## config.mk

```make
export PLATFORM = sky130hd
export DESIGN_NAME = oplp_ctrl
export DESIGN_NICKNAME = d
export VERILOG_FILES = /design/src/hw/rtl/oplp_pkg.sv /design/src/hw/rtl/oplp_ctrl.sv
export SDC_FILE = /design/constraint.sdc
export NUM_CORES = 1
export LEC_CHECK = 0
export BUFFER_PORTS_ARGS = -buffer_cell sky130_fd_sc_hd__buf_4
export CORE_UTILIZATION = 53
export CTS_CLUSTER_DIAMETER = 120
export DETAILED_ROUTE_END_ITERATION = 7
export GPL_TIMING_DRIVEN = 0
export PLACE_DENSITY = 0.77
export RECOVER_POWER = 100
export SLEW_MARGIN = 20
export SYNTH_ARGS = -nofsm -noshare
export SYNTH_HDL_FRONTEND = slang
export SYNTH_SLANG_ARGS = --single-unit
export TNS_END_PERCENT = 30
```

## constraint.sdc

```tcl
create_clock -name clk -period 2.2 [get_ports clk]
set_clock_uncertainty 0.2 [all_clocks]
set_input_delay 0 -clock clk [delete_from_list [all_inputs] [get_ports clk]]
set_output_delay 0 -clock clk [all_outputs]
set_load 0.01 [all_outputs]
```

## src/hw/rtl/oplp_pkg.sv

```systemverilog
`default_nettype none

package oplp_pkg;

  localparam int COEFF_DEPTH = 1024;
  localparam int COEFF_AW    = $clog2(COEFF_DEPTH);
  localparam int FINE_BITS   = 28 - COEFF_AW;
  localparam int L_W         = FINE_BITS + 7;
  localparam int L2_W        = (2 * L_W > 32) ? 2 * L_W - 31 : 1;
  localparam int L3_W        = (L2_W + L_W > 32) ? L2_W + L_W - 31 : 1;
  localparam int L4_W        = (L3_W + L_W > 32) ? L3_W + L_W - 31 : 1;

  localparam int DIV_W  = 50;
  localparam int DIV_CW = $clog2(DIV_W + 1);

  localparam logic [DIV_W-1:0] EXP_NUM = DIV_W'(1000) << 40;
  localparam logic [31:0] ONE_Q31 = 32'h8000_0000;
  localparam logic [24:0] ONE_Q24 = 25'h100_0000;
  localparam logic [31:0] RECIP_6  = 32'd715827883;
  localparam logic [31:0] RECIP_24 = 32'd178956971;

  localparam logic [17:0] FS_RESET = 18'd44100;

  localparam logic [1:0] KIND_SAMPLE = 2'd0;
  localparam logic [1:0] KIND_TICK   = 2'd1;
  localparam logic [1:0] KIND_TARGET = 2'd2;

  localparam logic REG_FS    = 1'b0;
  localparam logic REG_TICKS = 1'b1;

  localparam logic [31:0] EXP_POW2 [28] = '{
    32'd2147483520, 32'd2147483392, 32'd2147483136, 32'd2147482624, 32'd2147481600,
    32'd2147479552, 32'd2147475456, 32'd2147467264, 32'd2147450880, 32'd2147418113,
    32'd2147352580, 32'd2147221520, 32'd2146959424, 32'd2146435328, 32'd2145387520,
    32'd2143293437, 32'd2139111403, 32'd2130771798, 32'd2114190000, 32'd2081412522,
    32'd2017374191, 32'd1895147668, 32'd1672461947, 32'd1302514674, 32'd790015084,
    32'd290630308,  32'd39332535,   32'd720401
  };

  typedef logic [31:0] coarse_rom_t [COEFF_DEPTH];

  function automatic coarse_rom_t build_coarse_rom();
    coarse_rom_t rom;
    logic [63:0] r;
    logic [27:0] x;
    for (int k = 0; k < COEFF_DEPTH; k++) begin
      x = 28'(k) << FINE_BITS;
      r = 64'(ONE_Q31);
      for (int j = 0; j < 28; j++) begin
        if (x[j]) begin
          r = (r * 64'(EXP_POW2[j]) + (64'd1 << 30)) >> 31;
        end
      end
      rom[k] = r[31:0];
    end
    return rom;
  endfunction

  localparam coarse_rom_t COARSE_ROM = build_coarse_rom();

  typedef enum logic [4:0] {
    OP_NONE,
    OP_MUL_XC0,
    OP_MUL_YC1,
    OP_Y,
    OP_OUT,
    OP_TICK,
    OP_TARGET,
    OP_STEP,
    OP_MUL_DEN,
    OP_DIV_A,
    OP_COEF_ZERO,
    OP_SPLIT,
    OP_L2,
    OP_L3,
    OP_L4,
    OP_FRAC,
    OP_POLY,
    OP_MUL_TP,
    OP_COEF
  } dp_op_t;

  typedef struct packed {
    logic   load;
    dp_op_t op;
  } cmd_t;

  typedef struct packed {
    logic tau_same;
    logic ramp_active;
    logic den_zero;
    logic a_big;
    logic div_busy;
    logic out_free;
  } status_t;

endpackage

`default_nettype wire

```

## src/hw/rtl/oplp_ctrl.sv

```systemverilog
`default_nettype none

module oplp_ctrl (
  input  wire                 clk,
  input  wire                 rst,
  input  wire                 s_tvalid,
  output logic                s_tready,
  input  wire  [1:0]          s_tuser,
  input  wire                 cfg_we,
  input  wire                 cfg_index,
  input  oplp_pkg::status_t   status,
  output oplp_pkg::cmd_t      cmd
);

  typedef enum logic [4:0] {
    ST_IDLE,
    ST_XC0,
    ST_YC1,
    ST_Y,
    ST_OUT,
    ST_TICK,
    ST_TGT,
    ST_TGT_WAIT,
    ST_STEP,
    ST_DEN,
    ST_DIV_GO,
    ST_DIV_WAIT,
    ST_SPLIT,
    ST_L2,
    ST_L3,
    ST_L4,
    ST_FRAC,
    ST_POLY,
    ST_TP,
    ST_COEF
  } state_t;

  state_t state;

  always_comb begin
    s_tready = (state == ST_IDLE) && !cfg_we;
    cmd.load = 1'b0;
    cmd.op   = oplp_pkg::OP_NONE;
    unique case (state)
      ST_IDLE:   cmd.load = s_tvalid && s_tready;
      ST_XC0:    cmd.op = oplp_pkg::OP_MUL_XC0;
      ST_YC1:    cmd.op = oplp_pkg::OP_MUL_YC1;
      ST_Y:      cmd.op = oplp_pkg::OP_Y;
      ST_OUT:    if (status.out_free) cmd.op = oplp_pkg::OP_OUT;
      ST_TICK:   if (status.ramp_active) cmd.op = oplp_pkg::OP_TICK;
      ST_TGT:    if (!status.tau_same) cmd.op = oplp_pkg::OP_TARGET;
      ST_STEP:   cmd.op = oplp_pkg::OP_STEP;
      ST_DEN:    cmd.op = oplp_pkg::OP_MUL_DEN;
      ST_DIV_GO: cmd.op = status.den_zero ? oplp_pkg::OP_COEF_ZERO : oplp_pkg::OP_DIV_A;
      ST_SPLIT:  cmd.op = status.a_big ? oplp_pkg::OP_COEF_ZERO : oplp_pkg::OP_SPLIT;
      ST_L2:     cmd.op = oplp_pkg::OP_L2;
      ST_L3:     cmd.op = oplp_pkg::OP_L3;
      ST_L4:     cmd.op = oplp_pkg::OP_L4;
      ST_FRAC:   cmd.op = oplp_pkg::OP_FRAC;
      ST_POLY:   cmd.op = oplp_pkg::OP_POLY;
      ST_TP:     cmd.op = oplp_pkg::OP_MUL_TP;
      ST_COEF:   cmd.op = oplp_pkg::OP_COEF;
      default: ;
    endcase
  end

  always_ff @(posedge clk) begin
    if (rst) begin
      state <= ST_IDLE;
    end else begin
      unique case (state)
        ST_IDLE: begin
          if (cfg_we && cfg_index == oplp_pkg::REG_FS) begin
            state <= ST_DEN;
          end else if (s_tvalid && s_tready) begin
            unique case (s_tuser)
              oplp_pkg::KIND_SAMPLE: state <= ST_XC0;
              oplp_pkg::KIND_TICK:   state <= ST_TICK;
              oplp_pkg::KIND_TARGET: state <= ST_TGT;
              default:               state <= ST_IDLE;
            endcase
          end
        end
        ST_XC0: state <= ST_YC1;
        ST_YC1: state <= ST_Y;
        ST_Y:   state <= ST_OUT;
        ST_OUT: if (status.out_free) state <= ST_IDLE;
        ST_TICK: state <= status.ramp_active ? ST_DEN : ST_IDLE;
        ST_TGT:  state <= status.tau_same ? ST_IDLE : ST_TGT_WAIT;
        ST_TGT_WAIT: if (!status.div_busy) state <= ST_STEP;
        ST_STEP: state <= ST_IDLE;
        ST_DEN:  state <= ST_DIV_GO;
        ST_DIV_GO: state <= status.den_zero ? ST_IDLE : ST_DIV_WAIT;
        ST_DIV_WAIT: if (!status.div_busy) state <= ST_SPLIT;
        ST_SPLIT: state <= status.a_big ? ST_IDLE : ST_L2;
        ST_L2:   state <= ST_L3;
        ST_L3:   state <= ST_L4;
        ST_L4:   state <= ST_FRAC;
        ST_FRAC: state <= ST_POLY;
        ST_POLY: state <= ST_TP;
        ST_TP:   state <= ST_COEF;
        ST_COEF: state <= ST_IDLE;
        default: state <= ST_IDLE;
      endcase
    end
  end

endmodule

`default_nettype wire

```

==> flow_summary.ini <==
[run_status]
status = completed

[grt]
grt_max_degree = 11
grt.overflow.total = 0
grt_pass1_wl_um = 3730
antenna_found_initial = 0
grt_use_total_pct = 27.1
grt_pass1_vias = 868

[logic_synthesis]
syn_nets = 130
synthTopCellsByArea = dfxtp_1, ha_1, nor2_1, a21oi_1, o21ai_0
async_flop_share_pct = 0
yosysTopAreaCell = dfxtp_1
ys.flop_type = dfxtp_1
synth_area_sq_um = 848
synth_commonest_cells = nor2_1, a21oi_1, o21ai_0
ys_ff_latch = 5
synth.yosys.seq_area_share_pct = 11.8
ys_warn_count = 0
synth_edf_count = 0
synth_cell_type_count = 58
yosysMostFrequentCell = nor2_1
netlist_instances = 113
avgSynthCellArea_sq_um = 7.51
synthDominantCellAreaShare_pct = 11.8

[placed_design]
place.gp.congestion = 0.875
port_buffers = 19
dp_hpwl_um = 1710
post-place-ws_ns = 0.241

[critical_path]
max_stage_delay_ns = 0.45
path_cells = buf_4 > inv_2 > nor4_1 > a31oi_1 > o221a_1 > o22ai_1 > clkbuf_1
cp-end-kind = output pin
required_ns = 2.00
crit_arrival_ns = 1.89
worst_path_max_delay_cell = dfxtp_1
start_kind = flop
crit_fanout = 10
worst-path-buf-inv = 3
critPathTopFamily = compound AO/OA/AOI/OAI gates
critical_path_class = flop to output pin

[pwr]
comb_power_share_pct = 76.9
p_int_w = 0.000538
p_per_area_nw_per_um2 = 1030
seq_power_share_pct = 13.4
sw_frac_of_total_pct = 49.1
p_sw_w = 0.000520
power.leakage_nw = 0.418
p_clk_share_pct = 9.7
vdd_ir_drop_max_mv = 0.523

[timing]
finalCritPeriodShare_pct = 94.8
fmax_ghz = 0.479
grt_setup_unrepaired = false
fin_ws_ns = 0.113
fin_tns_setup_ns = 0
setup_violations = 0
min_period_ns = 2.09
report.final.hold_viol_count = 0
maxSlewHeadroom_pct = 67.2
worst_pin_slew_ns = 0.480
drv_slew = 0

[cells_and_area]
nets = 155
syn_to_final_growth_pct = 21.1
seq_area_sq_um = 100
multi_input_area_sq_um = 658
nFillCells = 140
drive_gt1_share_pct = 27.0
regMostFlops = state
utilization_pct = 68.2
n_antenna_cell = 0
largest_reg_flops = 5
top_regs = state x5

[floorplan]
dieArea_sq_um = 1760
die_h_um = 42.0
ios = 20
core-area_sq_um = 1510
row_count = 14
chipWidth_um = 42.0
initial_utilization_pct = 56.3

[clock_network]
clock_latency_ns = 0.24
cts_buffers = 3
postCtsSetupBuffers = 0
cts_tree = done
cts_buffer_depth = 2
clock-root-buffer = clkbuf_4
cts-htree-levels = 1
path_clk_slew_ns = 0.04
clock-sinks = 5

[route]
vias = 965
postRouteAntennaNets = 0
wl_per_cell_um = 14.5
wl_um = 2220
drtIter0Drc = 40
drcViolationCount = 0
dr.pass1.iters = 4
vias_per_cell = 6.31

[run]
cap_violations = 0

[worst_hold_path]
hp-class = primary input to flop
[placed cells by master, fill, tap and decap left out, drive strengths merged, types with 2 or more instances in the layout]
cell type	count
a2111oi	3
a211oi	3
a21o	3
a21oi	7
a31oi	3
and2b	3
buf	17
clkbuf	14
dfxtp	5
dlygate4sd3	2
ha	4
inv	6
nand2	3
nand2b	5
nand3	4
nor2	14
nor2b	2
nor3	2
nor3b	2
nor4	2
o21a	2
o21ai	8
[layout make-up]
type,instances,area share [%]
buffer,8,5.48
clock buffer,4,2.56
inverter,6,2.19
multi-input combinational,93,64.1
sequential,5,9.74
tap,16,1.95
timing repair buffer,21,14.0
[cell families after synthesis]
| family | Yosys count | share of synthesized area [%] |
|---|---|---|
| flip-flops | 5 | 11.8 |
| XOR/XNOR | 1 | 1.03 |
| adder cells (fa/ha/maj) | 4 | 5.90 |
| AND/OR/NAND/NOR | 45 | 32.6 |
| AO/OA/AOI/OAI | 43 | 37.9 |
| buffers and inverters | 15 | 10.8 |
[final timing paths]
check / start / to / slack, ns / depth (start not counted)
min reg2reg: state[4] / state[1] / 0.50 / 4
max: state[1] / cmd[2] / 0.11 / 7
min: s_tvalid / state[2] / 0.009 / 4
max reg2reg: state[2] / state[2] / 0.15 / 6
[power by group through the flow]
stage	combinational [W]	sequential (W)	clock, W
6_report	0.000814	0.000142	0.000103
5_1_grt	0.000881	0.000143	0.000116
4_1_cts	0.000850	0.000136	0.000106
3_5_place_dp	0.000844	0.000138	0
3_3_place_gp	0.000837	0.000138	0
2_1_floorplan	0.000630	0.000133	0
[through the flow]
stage / total power (W) / cells / hold WS [ns] / area (sq um)
floorplan: 0.000763 / 113 / -0.152 / 848
global placement: 0.000975 / 148 / 0.0109 / 1010
detailed placement: 0.000981 / 148 / 0.00907 / 1010
CTS: 0.00109 / 154 / 0.0166 / 1060
global route: 0.00114 / 153 / 0.0372 / 1030
finish: 0.00106 / 153 / 0.00900 / 1030
[tightest hold or removal path: stages]
cell and delay, ns:
buf_4 0.11, nand2b_2 0.07, a211o_1 0.14, a211oi_1 0.07
[layer usage]
metal / routed length [um] / vias up / share of wire (%) / track usage [%]
met5: 0 / - / 0 / 0
met4: 25 / 0 / 1.1 / 3.87
met3: 158 / 4 / 7.1 / 5.60
met2: 1110 / 45 / 50 / 45.9
met1: 931 / 437 / 42 / 36.2
li1: - / 479 / - / -
[timing repair]
action	in CTS	in global routing
endpoints found under the setup margin	0	2
hold endpoints to repair	5	0
hold buffers	2	0
gates resized for setup	0	2
No activity file was read; power rests on OpenSTA's default activity.
